[config.mk]
export PLATFORM = sky130hd
export DESIGN_NAME = binary_nav_frame_checker_top_flat
export DESIGN_NICKNAME = d
export VERILOG_FILES = /design/src/rtl/core/bnfc_pkg.sv /design/src/rtl/core/bnfc_if.sv /design/src/rtl/core/bnfc_parser.sv /design/src/rtl/core/bnfc_out_buf.sv /design/src/rtl/core/binary_nav_frame_checker_top.sv /design/src/flat_wrapper.sv
export SDC_FILE = /design/constraint.sdc
export NUM_CORES = 1
export LEC_CHECK = 0
export BUFFER_PORTS_ARGS = -buffer_cell sky130_fd_sc_hd__buf_4
export CAP_MARGIN = 40
export CORE_MARGIN = 5
export CORE_UTILIZATION = 43
export CTS_BUF_LIST = sky130_fd_sc_hd__clkbuf_4
export CTS_CLUSTER_SIZE = 20
export DETAILED_ROUTE_END_ITERATION = 8
export SYNTH_ARGS = -nofsm -noshare
export SYNTH_HDL_FRONTEND = slang
export SYNTH_HIERARCHICAL = 1
export SYNTH_SLANG_ARGS = --single-unit
[constraint.sdc]
create_clock -name i_clk -period 8 [get_ports i_clk]
set_input_delay 1.6 -clock i_clk [delete_from_list [all_inputs] [get_ports i_clk]]
set_output_delay 1.6 -clock i_clk [all_outputs]
set_load 0.01 [all_outputs]
[src/rtl/core/bnfc_pkg.sv]
// ----------------------------------------------------------------------------
// bnfc_pkg
// Shared types and constants for the binary navigation frame checker.
// ----------------------------------------------------------------------------
package bnfc_pkg;

    // Default payload size limit.
    localparam int DEF_MAX_PAYLOAD = 128;

    // Frame header bytes and known message ids.
    localparam logic [7:0] SYNC_FIRST  = 8'hB5;
    localparam logic [7:0] SYNC_SECOND = 8'h62;
    localparam logic [7:0] CLASS_NAV   = 8'h01;
    localparam logic [7:0] ID_SHORT    = 8'd1;
    localparam logic [7:0] ID_LONG     = 8'd7;

    // Register reset values.
    localparam logic [7:0] SHORT_LEN_RST = 8'd20;
    localparam logic [7:0] LONG_LEN_RST  = 8'd92;

    // Configuration register map.
    localparam int CFG_IDX_W  = 1;
    localparam int CFG_DATA_W = 8;
    typedef enum logic [CFG_IDX_W-1:0] {
        CFG_SHORT_LEN = 1'b0,
        CFG_LONG_LEN  = 1'b1
    } t_cfg_idx;

    // Parser phases.
    typedef enum logic [2:0] {
        PH_HUNT,
        PH_SYNC2,
        PH_CLASS,
        PH_ID,
        PH_LEN,
        PH_PAYLOAD,
        PH_CKA,
        PH_CKB
    } t_phase;

    // Result kinds.
    typedef enum logic {
        KIND_PAYLOAD = 1'b0,
        KIND_STATUS  = 1'b1
    } t_kind;

    // Frame status codes.
    typedef enum logic [2:0] {
        ST_ACCEPTED   = 3'd0,
        ST_GOOD_SHORT = 3'd1,
        ST_CKSUM_ERR  = 3'd2,
        ST_UNKNOWN_ID = 3'd3,
        ST_BAD_HEADER = 3'd4
    } t_status;

    // One result item.
    typedef struct packed {
        t_kind       kind;
        logic [6:0]  index;
        logic [7:0]  value;
        t_status     status;
        logic [7:0]  msg_id;
        logic        fix;
    } t_result;

endpackage

[src/rtl/core/bnfc_if.sv]
// ----------------------------------------------------------------------------
// bnfc_if
// Valid/ready channels for received bytes and for checker results.
// ----------------------------------------------------------------------------
interface bnfc_in_if;
    logic       valid;
    logic       ready;
    logic [7:0] rx_byte;

    modport source (output valid, output rx_byte, input ready);
    modport sink   (input valid, input rx_byte, output ready);
endinterface

interface bnfc_out_if;
    logic       valid;
    logic       ready;
    logic       result_kind;
    logic [6:0] payload_index;
    logic [7:0] payload_value;
    logic [2:0] frame_status;
    logic [7:0] frame_msg_id;
    logic       fix_received;

    modport source (output valid, output result_kind, output payload_index,
                    output payload_value, output frame_status, output frame_msg_id,
                    output fix_received, input ready);
    modport sink   (input valid, input result_kind, input payload_index,
                    input payload_value, input frame_status, input frame_msg_id,
                    input fix_received, output ready);
endinterface

[src/rtl/core/bnfc_parser.sv]
// ----------------------------------------------------------------------------
// bnfc_parser
// Frame state machine with the two-sum checksum; one byte per cycle while i_accept is high.
// ----------------------------------------------------------------------------
module bnfc_parser #(
    parameter int MAX_PAYLOAD = bnfc_pkg::DEF_MAX_PAYLOAD
) (
    input  logic               i_clk,
    input  logic               i_rst_n,
    input  logic               i_accept,
    input  logic [7:0]         i_byte,
    input  logic [7:0]         i_short_len,
    input  logic [7:0]         i_long_len,
    output logic               o_res_valid,
    output bnfc_pkg::t_result  o_res
);

    localparam int CNT_W = $clog2(MAX_PAYLOAD + 1);
    localparam int LEN_W = (CNT_W > 8) ? CNT_W : 8;

    bnfc_pkg::t_phase r_phase, n_phase;
    logic [CNT_W-1:0] r_cnt, n_cnt;
    logic [7:0]       r_sum_a, n_sum_a;
    logic [7:0]       r_sum_b, n_sum_b;
    logic [7:0]       r_id, n_id;
    logic             r_cka_ok, n_cka_ok;
    logic             r_rcv, n_rcv;

    logic [7:0]       len_sel;
    logic [LEN_W-1:0] len_ext;
    logic [LEN_W-1:0] frame_len;
    logic [LEN_W-1:0] cnt_ext;
    logic [LEN_W-1:0] cnt_inc;
    logic [7:0]       sum_a_add;
    logic [7:0]       sum_b_add;
    logic             cks_ok;

    // Payload length of the current id, limited to MAX_PAYLOAD.
    always_comb begin
        len_sel = (r_id == bnfc_pkg::ID_LONG) ? i_long_len : i_short_len;
        len_ext = LEN_W'(len_sel);
        if (len_ext > LEN_W'(MAX_PAYLOAD)) begin
            frame_len = LEN_W'(MAX_PAYLOAD);
        end else begin
            frame_len = len_ext;
        end
        cnt_ext = LEN_W'(r_cnt);
        cnt_inc = cnt_ext + LEN_W'(1);
    end

    // Running Fletcher sums including the current byte.
    assign sum_a_add = r_sum_a + i_byte;
    assign sum_b_add = r_sum_b + sum_a_add;
    assign cks_ok    = r_cka_ok && (i_byte == r_sum_b);

    // Next state and result for the accepted byte.
    always_comb begin
        n_phase     = r_phase;
        n_cnt       = r_cnt;
        n_sum_a     = r_sum_a;
        n_sum_b     = r_sum_b;
        n_id        = r_id;
        n_cka_ok    = r_cka_ok;
        n_rcv       = r_rcv;
        o_res_valid = 1'b0;
        o_res.kind   = bnfc_pkg::KIND_STATUS;
        o_res.index  = '0;
        o_res.value  = '0;
        o_res.status = bnfc_pkg::ST_ACCEPTED;
        o_res.msg_id = '0;
        o_res.fix    = r_rcv;
        if (i_accept) begin
            case (r_phase)
                bnfc_pkg::PH_HUNT: begin
                    if (i_byte == bnfc_pkg::SYNC_FIRST) begin
                        n_phase = bnfc_pkg::PH_SYNC2;
                    end
                end
                bnfc_pkg::PH_SYNC2: begin
                    if (i_byte == bnfc_pkg::SYNC_SECOND) begin
                        n_phase = bnfc_pkg::PH_CLASS;
                    end else begin
                        n_rcv        = 1'b0;
                        n_phase      = bnfc_pkg::PH_HUNT;
                        o_res_valid  = 1'b1;
                        o_res.status = bnfc_pkg::ST_BAD_HEADER;
                        o_res.fix    = 1'b0;
                    end
                end
                bnfc_pkg::PH_CLASS: begin
                    if (i_byte == bnfc_pkg::CLASS_NAV) begin
                        // Sums restart with the class byte.
                        n_sum_a = i_byte;
                        n_sum_b = i_byte;
                        n_phase = bnfc_pkg::PH_ID;
                    end else begin
                        n_rcv        = 1'b0;
                        n_phase      = bnfc_pkg::PH_HUNT;
                        o_res_valid  = 1'b1;
                        o_res.status = bnfc_pkg::ST_BAD_HEADER;
                        o_res.fix    = 1'b0;
                    end
                end
                bnfc_pkg::PH_ID: begin
                    n_id = i_byte;
                    if (i_byte != bnfc_pkg::ID_SHORT && i_byte != bnfc_pkg::ID_LONG) begin
                        n_rcv        = 1'b0;
                        n_phase      = bnfc_pkg::PH_HUNT;
                        o_res_valid  = 1'b1;
                        o_res.status = bnfc_pkg::ST_UNKNOWN_ID;
                        o_res.msg_id = i_byte;
                        o_res.fix    = 1'b0;
                    end else begin
                        n_sum_a = sum_a_add;
                        n_sum_b = sum_b_add;
                        n_cnt   = '0;
                        n_phase = bnfc_pkg::PH_LEN;
                    end
                end
                bnfc_pkg::PH_LEN: begin
                    // The counter marks which of the two length bytes this is.
                    n_sum_a = sum_a_add;
                    n_sum_b = sum_b_add;
                    if (r_cnt == '0) begin
                        n_cnt = CNT_W'(1);
                    end else begin
                        n_cnt   = '0;
                        n_phase = (frame_len == '0) ? bnfc_pkg::PH_CKA
                                                    : bnfc_pkg::PH_PAYLOAD;
                    end
                end
                bnfc_pkg::PH_PAYLOAD: begin
                    n_sum_a      = sum_a_add;
                    n_sum_b      = sum_b_add;
                    n_cnt        = CNT_W'(cnt_inc);
                    o_res_valid  = 1'b1;
                    o_res.kind   = bnfc_pkg::KIND_PAYLOAD;
                    o_res.index  = cnt_ext[6:0];
                    o_res.value  = i_byte;
                    o_res.msg_id = r_id;
                    if (cnt_inc >= frame_len) begin
                        n_phase = bnfc_pkg::PH_CKA;
                    end
                end
                bnfc_pkg::PH_CKA: begin
                    n_cka_ok = (i_byte == r_sum_a);
                    n_phase  = bnfc_pkg::PH_CKB;
                end
                bnfc_pkg::PH_CKB: begin
                    n_rcv        = cks_ok && (r_id == bnfc_pkg::ID_LONG);
                    n_phase      = bnfc_pkg::PH_HUNT;
                    o_res_valid  = 1'b1;
                    o_res.msg_id = r_id;
                    o_res.fix    = n_rcv;
                    if (!cks_ok) begin
                        o_res.status = bnfc_pkg::ST_CKSUM_ERR;
                    end else if (r_id == bnfc_pkg::ID_LONG) begin
                        o_res.status = bnfc_pkg::ST_ACCEPTED;
                    end else begin
                        o_res.status = bnfc_pkg::ST_GOOD_SHORT;
                    end
                end
                default: begin
                    n_phase = bnfc_pkg::PH_HUNT;
                end
            endcase
        end
    end

    // Parser state registers.
    always_ff @(posedge i_clk) begin
        if (!i_rst_n) begin
            r_phase  <= bnfc_pkg::PH_HUNT;
            r_cnt    <= '0;
            r_sum_a  <= '0;
            r_sum_b  <= '0;
            r_id     <= '0;
            r_cka_ok <= 1'b0;
            r_rcv    <= 1'b0;
        end else begin
            r_phase  <= n_phase;
            r_cnt    <= n_cnt;
            r_sum_a  <= n_sum_a;
            r_sum_b  <= n_sum_b;
            r_id     <= n_id;
            r_cka_ok <= n_cka_ok;
            r_rcv    <= n_rcv;
        end
    end

endmodule

[src/rtl/core/bnfc_out_buf.sv]
// ----------------------------------------------------------------------------
// bnfc_out_buf
// Two-entry result buffer: an output register backed by a skid register.
// ----------------------------------------------------------------------------
module bnfc_out_buf (
    input  logic               i_clk,
    input  logic               i_rst_n,
    input  logic               i_push,
    input  bnfc_pkg::t_result  i_data,
    output logic               o_ready,
    output logic               o_valid,
    output bnfc_pkg::t_result  o_data,
    input  logic               i_out_ready
);

    logic              r_out_v, n_out_v;
    logic              r_skid_v, n_skid_v;
    bnfc_pkg::t_result r_out, n_out;
    bnfc_pkg::t_result r_skid, n_skid;
    logic              pop;

    // New bytes are taken as long as the skid register is free.
    assign o_ready = !r_skid_v;
    assign o_valid = r_out_v;
    assign o_data  = r_out;
    assign pop     = r_out_v && i_out_ready;

    // Fill and drain of the two entries.
    always_comb begin
        n_out_v  = r_out_v;
        n_skid_v = r_skid_v;
        n_out    = r_out;
        n_skid   = r_skid;
        if (pop) begin
            if (r_skid_v) begin
                n_out    = r_skid;
                n_skid_v = 1'b0;
            end else begin
                n_out_v = 1'b0;
            end
        end
        if (i_push) begin
            if (!r_out_v || pop) begin
                n_out   = i_data;
                n_out_v = 1'b1;
            end else begin
                n_skid   = i_data;
                n_skid_v = 1'b1;
            end
        end
    end

    // Valid flags take reset; data registers do not.
    always_ff @(posedge i_clk) begin
        if (!i_rst_n) begin
            r_out_v  <= 1'b0;
            r_skid_v <= 1'b0;
        end else begin
            r_out_v  <= n_out_v;
            r_skid_v <= n_skid_v;
        end
    end

    always_ff @(posedge i_clk) begin
        r_out  <= n_out;
        r_skid <= n_skid;
    end

endmodule

[src/rtl/core/binary_nav_frame_checker_top.sv]
// ----------------------------------------------------------------------------
// binary_nav_frame_checker_top
// Byte-serial checker for class 0x01 navigation frames with Fletcher-8 sums.
// ----------------------------------------------------------------------------
// The checker takes one received byte per clock cycle while the result side
// keeps up. Each byte is handled in a single pass through the frame state
// machine and its result, if any, is registered, so a payload byte or a frame
// status appears on the result channel in the cycle after the byte transfer at
// the earliest. Results wait in a two-entry buffer. A result that arrives
// while the first entry is stalled goes to the second entry, and input ready
// is low while that entry is full, so a result-side stall pauses the byte
// stream from the cycle after a result enters the second entry until the
// cycle after the stall ends.
// Frame lengths come from the two length registers (index 0 for id 1,
// index 1 for id 7), limited to MAX_PAYLOAD; write them only while idle.
module binary_nav_frame_checker_top #(
    parameter int MAX_PAYLOAD = bnfc_pkg::DEF_MAX_PAYLOAD
) (
    input  logic                          i_clk,
    input  logic                          i_rst_n,
    input  logic                          i_cfg_we,
    input  logic [bnfc_pkg::CFG_IDX_W-1:0]  i_cfg_idx,
    input  logic [bnfc_pkg::CFG_DATA_W-1:0] i_cfg_data,
    bnfc_in_if.sink                       i_rx,
    bnfc_out_if.source                    o_res
);

    logic              r_short_len;
    logic [7:0]        r_short, r_long;
    logic              accept;
    logic              buf_ready;
    logic              res_valid;
    bnfc_pkg::t_result res;
    bnfc_pkg::t_result out_data;

    // Length registers.
    always_ff @(posedge i_clk) begin
        if (!i_rst_n) begin
            r_short <= bnfc_pkg::SHORT_LEN_RST;
            r_long  <= bnfc_pkg::LONG_LEN_RST;
        end else if (i_cfg_we) begin
            case (bnfc_pkg::t_cfg_idx'(i_cfg_idx))
                bnfc_pkg::CFG_SHORT_LEN: r_short <= i_cfg_data;
                bnfc_pkg::CFG_LONG_LEN:  r_long  <= i_cfg_data;
                default: begin
                    r_short <= r_short;
                end
            endcase
        end
    end

    // Flags a short-frame length register write; used by the write check below.
    always_ff @(posedge i_clk) begin
        if (!i_rst_n) begin
            r_short_len <= 1'b0;
        end else begin
            r_short_len <= i_cfg_we && (i_cfg_idx == bnfc_pkg::CFG_SHORT_LEN);
        end
    end

    // Byte transfer.
    assign i_rx.ready = buf_ready;
    assign accept     = i_rx.valid && buf_ready;

    bnfc_parser #(
        .MAX_PAYLOAD (MAX_PAYLOAD)
    ) u_parser (
        .i_clk       (i_clk),
        .i_rst_n     (i_rst_n),
        .i_accept    (accept),
        .i_byte      (i_rx.rx_byte),
        .i_short_len (r_short),
        .i_long_len  (r_long),
        .o_res_valid (res_valid),
        .o_res       (res)
    );

    bnfc_out_buf u_out_buf (
        .i_clk       (i_clk),
        .i_rst_n     (i_rst_n),
        .i_push      (res_valid),
        .i_data      (res),
        .o_ready     (buf_ready),
        .o_valid     (o_res.valid),
        .o_data      (out_data),
        .i_out_ready (o_res.ready)
    );

    // Result channel payload.
    assign o_res.result_kind   = out_data.kind;
    assign o_res.payload_index = out_data.index;
    assign o_res.payload_value = out_data.value;
    assign o_res.frame_status  = out_data.status;
    assign o_res.frame_msg_id  = out_data.msg_id;
    assign o_res.fix_received  = out_data.fix;

    // A bad header status never carries a message id.
    a_bad_hdr_no_id: assert property (@(posedge i_clk) disable iff (!i_rst_n)
        o_res.valid && out_data.kind == bnfc_pkg::KIND_STATUS &&
        out_data.status == bnfc_pkg::ST_BAD_HEADER |-> out_data.msg_id == 8'd0)
        else $error("bad header status with nonzero message id");

    // Only an accepted long frame may leave the received flag set.
    a_fix_only_good: assert property (@(posedge i_clk) disable iff (!i_rst_n)
        o_res.valid && out_data.kind == bnfc_pkg::KIND_STATUS &&
        out_data.status != bnfc_pkg::ST_ACCEPTED |-> !out_data.fix)
        else $error("received flag set after a frame that was not accepted");

    // A payload result carries a zero status.
    a_payload_status: assert property (@(posedge i_clk) disable iff (!i_rst_n)
        o_res.valid && out_data.kind == bnfc_pkg::KIND_PAYLOAD |->
        out_data.status == bnfc_pkg::ST_ACCEPTED)
        else $error("payload result with nonzero status");

    // A short-frame length write lands in the short register on the next edge.
    a_cfg_short: assert property (@(posedge i_clk) disable iff (!i_rst_n)
        r_short_len |-> r_short == $past(i_cfg_data))
        else $error("short frame length write lost");

    // A result only follows a byte transfer.
    a_res_after_byte: assert property (@(posedge i_clk) disable iff (!i_rst_n)
        res_valid |-> accept)
        else $error("result produced without a byte transfer");

endmodule
[src/flat_wrapper.sv]
// flat-port wrapper written by rule: the top's interface ports become plain ports
module binary_nav_frame_checker_top_flat 
#(
    parameter int MAX_PAYLOAD = bnfc_pkg::DEF_MAX_PAYLOAD
)
  (i_clk, i_rst_n, i_cfg_we, i_cfg_idx, i_cfg_data, i_rx_valid, i_rx_rx_byte, i_rx_ready, o_res_valid, o_res_result_kind, o_res_payload_index, o_res_payload_value, o_res_frame_status, o_res_frame_msg_id, o_res_fix_received, o_res_ready);
  bnfc_in_if i_rx_i ();
  bnfc_out_if o_res_i ();
  input  logic i_clk;
  input  logic i_rst_n;
  input  logic i_cfg_we;
  input  logic [bnfc_pkg::CFG_IDX_W-1:0] i_cfg_idx;
  input  logic [bnfc_pkg::CFG_DATA_W-1:0] i_cfg_data;
  input wire logic [$bits(i_rx_i.valid)-1:0] i_rx_valid;
  input wire logic [$bits(i_rx_i.rx_byte)-1:0] i_rx_rx_byte;
  output wire logic [$bits(i_rx_i.ready)-1:0] i_rx_ready;
  output wire logic [$bits(o_res_i.valid)-1:0] o_res_valid;
  output wire logic [$bits(o_res_i.result_kind)-1:0] o_res_result_kind;
  output wire logic [$bits(o_res_i.payload_index)-1:0] o_res_payload_index;
  output wire logic [$bits(o_res_i.payload_value)-1:0] o_res_payload_value;
  output wire logic [$bits(o_res_i.frame_status)-1:0] o_res_frame_status;
  output wire logic [$bits(o_res_i.frame_msg_id)-1:0] o_res_frame_msg_id;
  output wire logic [$bits(o_res_i.fix_received)-1:0] o_res_fix_received;
  input wire logic [$bits(o_res_i.ready)-1:0] o_res_ready;
  assign i_rx_i.valid = i_rx_valid;
  assign i_rx_i.rx_byte = i_rx_rx_byte;
  assign i_rx_ready = i_rx_i.ready;
  assign o_res_valid = o_res_i.valid;
  assign o_res_result_kind = o_res_i.result_kind;
  assign o_res_payload_index = o_res_i.payload_index;
  assign o_res_payload_value = o_res_i.payload_value;
  assign o_res_frame_status = o_res_i.frame_status;
  assign o_res_frame_msg_id = o_res_i.frame_msg_id;
  assign o_res_fix_received = o_res_i.fix_received;
  assign o_res_i.ready = o_res_ready;
  binary_nav_frame_checker_top #(.MAX_PAYLOAD(MAX_PAYLOAD)) u_core (.i_clk(i_clk), .i_rst_n(i_rst_n), .i_cfg_we(i_cfg_we), .i_cfg_idx(i_cfg_idx), .i_cfg_data(i_cfg_data), .i_rx(i_rx_i), .o_res(o_res_i));
endmodule
# [After elaboration in Yosys (flattened, before gate mapping)]
# Index checks and enable logic that the tools add are counted.
[classes] reduce_logical=25 magnitude_cmp=2 add_sub_neg=3 multipliers=0 div=0 n_mux=48 n_eq_ne=21 bitwise_logic=2 shift=0
[op_table] op="two-way mux 28 bit" count=5
[op_table] op="one-hot mux 8 bit (3 select lines)" count=3
[op_table] op="two-way mux 8 bit" count=6
[op_table] op="one-hot mux 3 bit (8 select lines)" count=1
[op_table] op="two-way mux 3 bit" count=7
[op_table] op="adder 8 bit" count=2
[op_table] op="== test 8 bit" count=2
[op_table] op="logical NOT 8 bit" count=2
[op_table] op="two-way mux 1 bit" count=16
[op_table] op="two-way mux 16 bit" count=1
[op_table] op="one-hot mux 8 bit (2 select lines)" count=1
[op_table] op="== test 3 bit, second input constant" count=4
[op_table] op="inequality test 2 bit, second input constant" count=6
[op_table] op="one-hot mux 1 bit (4 select lines)" count=3
[op_table] op="one-hot mux 3 bit (4 select lines)" count=1
[op_table] op="two-way mux 11 bit" count=1
[op_table] op="AND reduction 2 bit" count=5
[op_table] op="adder 8 x 1 -> 8 bit, second input constant" count=1
[op_table] op="== test 8 x 1 -> 1 bit, second input constant" count=1
[op_table] op="== test 8 x 3 -> 1 bit, second input constant" count=1
[op_table] op="== test 8 x 7 -> 1 bit, second input constant" count=1
[op_table] op="== test 8 bit, second input constant" count=1
[op_table] op=">= comparator 8 bit" count=1
[op_table] op="greater-than comparator 8 bit, second input constant" count=1
[op_table] op="other kinds (15)" count=28
[word_totals] mem_bits_ro=0 output_inout_bits=30 latch_bits=0 memories=0 ram_bits=0 elab_cells=124 register_bits=111

# [Depth between registers and ports, before layout]
[logic_depth] ltp_word=8 mapped_depth=13

# [Modules after synthesis]
# Netlist, hierarchy kept.
[by_module_without_submodules] mod="bnfc_parser" n_inst=1 area_each_um2=3069.2 cells_per_inst=403
[by_module_without_submodules] mod="bnfc_out_buf" n_inst=1 area_each_um2=2165.8 cells_per_inst=169
[by_module_without_submodules] mod="binary_nav_frame_checker_top" n_inst=1 area_each_um2=639.4 cells_per_inst=68

# [Worst setup path before layout]
# No wires, ideal clock.
[synth_timing] kind="input -> register" start="input i_rx_rx_byte[1]" end="register u_core/u_out_buf/r_skid[0] (netlist name) (enable)" path_stages=11 required_ns=7.587 t_arrival_ns=4.288 path_slack_ns=3.299 path_cell_list="clkbuf_1 > xor2_1 > or4_1 > buf_2 > a22o_1 > nand2_1 > a21boi_0 > clkbuf_1 > clkbuf_1 > inv_1 > nor2_1"
[synth_between] elab_chain_cells=6 word_cells_on_any_way=11 cone_classes="eq/ne (4); mux (5); reduce/logical (2)"
[synth_rtl] item="from (decl)" line="flat_wrapper.sv:15" text="input wire logic [$bits(i_rx_i.rx_byte)-1:0] i_rx_rx_byte;"
[synth_rtl] item="inequality test 8 x 1 -> 1 bit / inequality test 8 x 3 -> 1 bit (equally long branches)" line="bnfc_parser.sv:106" text="if (i_byte != bnfc_pkg::ID_SHORT && i_byte != bnfc_pkg::ID_LONG) begin"
[synth_rtl] item="logical AND 1 bit" line="bnfc_parser.sv:106"
[synth_rtl] item="two-way mux 1 bit" line="bnfc_parser.sv:106"
[synth_rtl] item="one-hot mux 1 bit (4 select lines) *" line="bnfc_parser.sv:73" text="case (r_phase)"
[synth_rtl] item="two-way mux 1 bit *" line="bnfc_parser.sv:72" text="if (i_accept) begin"
[synth_rtl] item="named net u_core.res_valid" line="binary_nav_frame_checker_top.sv:32" text="logic res_valid;"
[synth_rtl] item="AND reduction 2 bit (no source line) *"
[synth_rtl] item="to (signal assigned)" line="bnfc_out_buf.sv:66" text="r_skid <= n_skid;"
[synth_rtl] item="to (decl)" line="bnfc_out_buf.sv:19" text="bnfc_pkg::t_result r_skid, n_skid;"
# The timed path passes the listed nets; every way through them passes the cells marked *.
# A chain may end at the register's enable or synchronous reset.

# [Worst setup path after layout]
[layout_timing] start="register u_core.u_parser.r_id[4]" end="register u_core.u_parser.r_phase[1]"
[layout_between] elab_chain_cells=8 word_cells_on_any_way=11 cone_classes="order compare (2); eq/ne (2); mux (5); reduce/logical (2)"
[layout_rtl] item="from (decl)" line="bnfc_parser.sv:25" text="logic [7:0] r_id, n_id;"
[layout_rtl] item="from (signal assigned)" line="bnfc_parser.sv:185" text="r_id <= n_id;"
[layout_rtl] item="== test 8 x 3 -> 1 bit *" line="bnfc_parser.sv:40" text="len_sel = (r_id == bnfc_pkg::ID_LONG) ? i_long_len : i_short_len;"
[layout_rtl] item="two-way mux 8 bit *" line="bnfc_parser.sv:40"
[layout_rtl] item="greater-than comparator 8 bit" line="bnfc_parser.sv:42" text="if (len_ext > LEN_W'(MAX_PAYLOAD)) begin"
[layout_rtl] item="two-way mux 8 bit *" line="bnfc_parser.sv:42"
[layout_rtl] item="branches (longest 4 deep; another with >= comparator 8 bit)"
[layout_rtl] item="to (signal assigned)" line="bnfc_parser.sv:173" text="r_phase <= bnfc_pkg::PH_HUNT;"
[layout_rtl] item="to (signal assigned)" line="bnfc_parser.sv:181" text="r_phase <= n_phase;"
[layout_rtl] item="to (decl)" line="bnfc_parser.sv:21" text="bnfc_pkg::t_phase r_phase, n_phase;"
# Every way passes the cells marked *. The select of a mux whose other input is x is not followed.

==> results.md <==
- Crit. End Element: flip-flop
- Hold Worst Slack: 464 ps
- H-tree levels: 3
- Vias per cell: 5.64
- Routed WL per cell: 16.7 um
- Area Growth Syn to Fin: 10.8%
- Post-synth top cells: nand2_1 (97), dfxtp_1 (83), nor2_1 (45), a22oi_1 (43), edfxtp_1 (28)
- Initial Utilization: 44.2%
- Mapped Avg Cell Area: 9.18 sq um
- Clock Tree Buf Depth: 2
- Worst Path Required: 8390 ps
- FF+latch area: 2500 sq um
- HPWL Detailed: just over 10 mm
- DRT Wirelength: 14.2 mm
- Fillers: 1,263
- Ant diodes: 0
- First-pass GRT wire length: between 20 and 25 mm
- Die X: 127 um
- Hold buffers post-CTS: 0
- Die ar.: between 15,000 and 20,000 sq um
- Clk slew on worst S/H paths: 170 ps
- Ports: 52
- Ranking of synthesized cells by area: dfxtp_1 (28%), edfxtp_1 (14%), nand2_1 (6.2%), a22oi_1 (5.5%), ha_1 (5.1%)
- Final setup viols: 0
- Pleak: ~2.6 nW
- Final Cycle Share: 52.3%
- Worst skew pair latency: 500 ps
- Sequential-to-total area share from yosys stat: 42.6%
- Setup_tns: 0 ps
- Unique masters post-synth: 63
- Synth top area share: 28.3%
- Critical path class: reg -> reg
- Ys Warns: 6
- Peak VDD IR: 88.7 uV
- Leading area contributor after synthesis: dfxtp_1
- Synthesized area: 5870 sq um
- Max Clock Freq: 239 MHz
- Endpoints failing hold: 0
- Pwr/cell area: 151 nW/um^2
- Data arrival, critical path: 4580 ps
- Max_cap viols: 0
- CP Max Fanout: 12
- Final antenna-violating net count: 0
- Type of the most critical hold path: reg -> reg
- CTS Root Cell: clkbuf_4
- Slew Viols, Final: 0
- Vias in the first global route: 4,675
- Ys async rst share: 0%
- CTS tree: yes
- Initial antenna violation count: 0
- Largest net degree at the start of global routing: between 40 and 50
- Port Buffers: between 50 and 60
- Most frequent cell after synthesis: nand2_1
- FP Rows: 42
- CP Launch Type: flip-flop
- Count of TritonRoute iterations in the first routing pass: 5
- GPL Wtd Cong: about 0.87
- Number of synthesized flops with an enable pin: 28
- DR iter-0 viols: 343
- Routed vias: 4,791
- RSZ-0062 raised after global routing: false
- R2r setup slk: 3820 ps
- Status: complete, no violations
- Num CTS Buffers: 9
- Slew of the pin with the lowest slew margin: 888 ps
- Area of the multi-input gates: around 3100 sq um
- Clock Sinks: ~110
- DRC violations left: 0
- Core ar.: 13,300 sq um
- Minimum clock period: between 4000 and 5000 ps
- Remaining global-route overflow: 0
- Post-Syn Nets: 688
- Post-CTS Setup Inserts: 0
- # resized after CTS: 0
- Skew final: between 20 and 30 ps
- Layout cells sized above 1: 13.8%
- Relative slew slack: around 40%
- Chip Height: 127 um
- Nets: roughly 720
- Synth Instances: 640
- #FFs+latches synth: 111
- Tot GR Track Use: between 15 and 20%
- Top FF cell, synth: dfxtp_1
[registers in the layout, indices dropped and copies added (netlist names), 3 cells and up]
register,flops
u_core/u_parser/r_sum_b,8
u_core/u_parser/r_id,8
u_core/u_parser/r_phase,3
u_core/u_parser/r_sum_a,8
u_core/r_long,8
u_core/u_out_buf/o_data,28
u_core/u_parser/cnt_ext,8
u_core/r_short,8
u_core/u_out_buf/r_skid,28
[kinds of logic (layout without fill, tap and decap cells)]
family | count (synthesis) | in the layout | share of synthesized area [%]
AO/OA/AOI/OAI | 159 | 159 | 20.1
multiplexers | 18 | 18 | 3.19
XOR/XNOR | 28 | 28 | 4.17
flip-flops | 111 | 111 | 42.6
adder cells (fa/ha/maj) | 26 | 26 | 5.79
AND/OR/NAND/NOR | 243 | 243 | 19.7
buffers and inverters | 55 | 89 | 4.37
[path summary, 6_finish.rpt]
check                                endpoint  cells past startpoint                         from
setup reg to reg   u_core/u_parser/r_phase[1]                     12      u_core/u_parser/r_id[4]
hold / removal    u_core/u_out_buf/o_data[18]                      2  u_core/u_out_buf/o_data[18]
setup / recovery   u_core/u_parser/r_phase[1]                     12      u_core/u_parser/r_id[4]
hold reg to reg   u_core/u_out_buf/o_data[18]                      2  u_core/u_out_buf/o_data[18]
[layout make-up]
cell class,instances,share of cell area [%]
Clock buffer,12,1.38
Clock inverter,4,0.500
Inverter,15,0.865
Multi-Input combinational cell,474,48.0
Sequential cell,111,38.5
Tap cell,176,3.38
Timing Repair Buffer,58,7.42
[per-stage QoR]
| stage | instances | cell area [sq um] | utilization, % | worst slack (ps) | power (mW) |
|---|---|---|---|---|---|
| global route | 850 | 6510 | 48.9 | 3530 | 1.03 |
| CTS | 850 | 6510 | 48.9 | 3800 | 0.999 |
| global placement | 831 | 6310 | 47.5 | 3480 | 0.727 |
| finish | 850 | 6510 | 48.9 | 3820 | 0.982 |
| floorplan | 640 | 5870 | - | 3300 | 0.677 |
| detailed placement | 834 | 6380 | 48.0 | 3420 | 0.731 |
[layout by cell type (no fill, tap or decap), drive strengths merged, types with 12 or more instances in the layout]
master / synthesis / final
buf: 18 / 58
a2bb2oi: 28 / 28
clkbuf: 22 / 12
mux2i: 12 / 12
inv: 15 / 16
ha: 24 / 24
nand2: 98 / 98
edfxtp: 28 / 28
xnor2: 19 / 19
a22oi: 43 / 43
and3: 16 / 16
a21oi: 26 / 26
dfxtp: 83 / 83
nand3: 26 / 26
nor2: 46 / 46
o21ai: 12 / 12
[worst max-delay path, stage by stage (launching register included)]
cell	delay [ps]
dfxtp_1	360
or4_1	590
nor2_1	720
mux2i_1	720
a21boi_0	260
ha_1	250
nand2b_1	140
a21o_1	170
a21oi_1	120
o21ai_0	100
a41oi_1	390
nor3_1	90
o21a_1	180
[power by group]
part / switching [mW] / internal (mW) / total [mW]
clock: 0.189 / 0.0763 / 0.265
sequential: 0.0124 / 0.594 / 0.607
combinational: 0.0560 / 0.0543 / 0.110
[metal layers]
layer	share of wire, %	wire length [um]	track usage, %	vias to the layer above
met5	0	0	0	-
met4	1.1	163	5.62	0
met3	5.3	752	3.70	14
met2	46	6600	28.1	112
met1	47	6720	24.7	2277
li1	-	-	-	2388
Power figures use the tool's default switching activity.
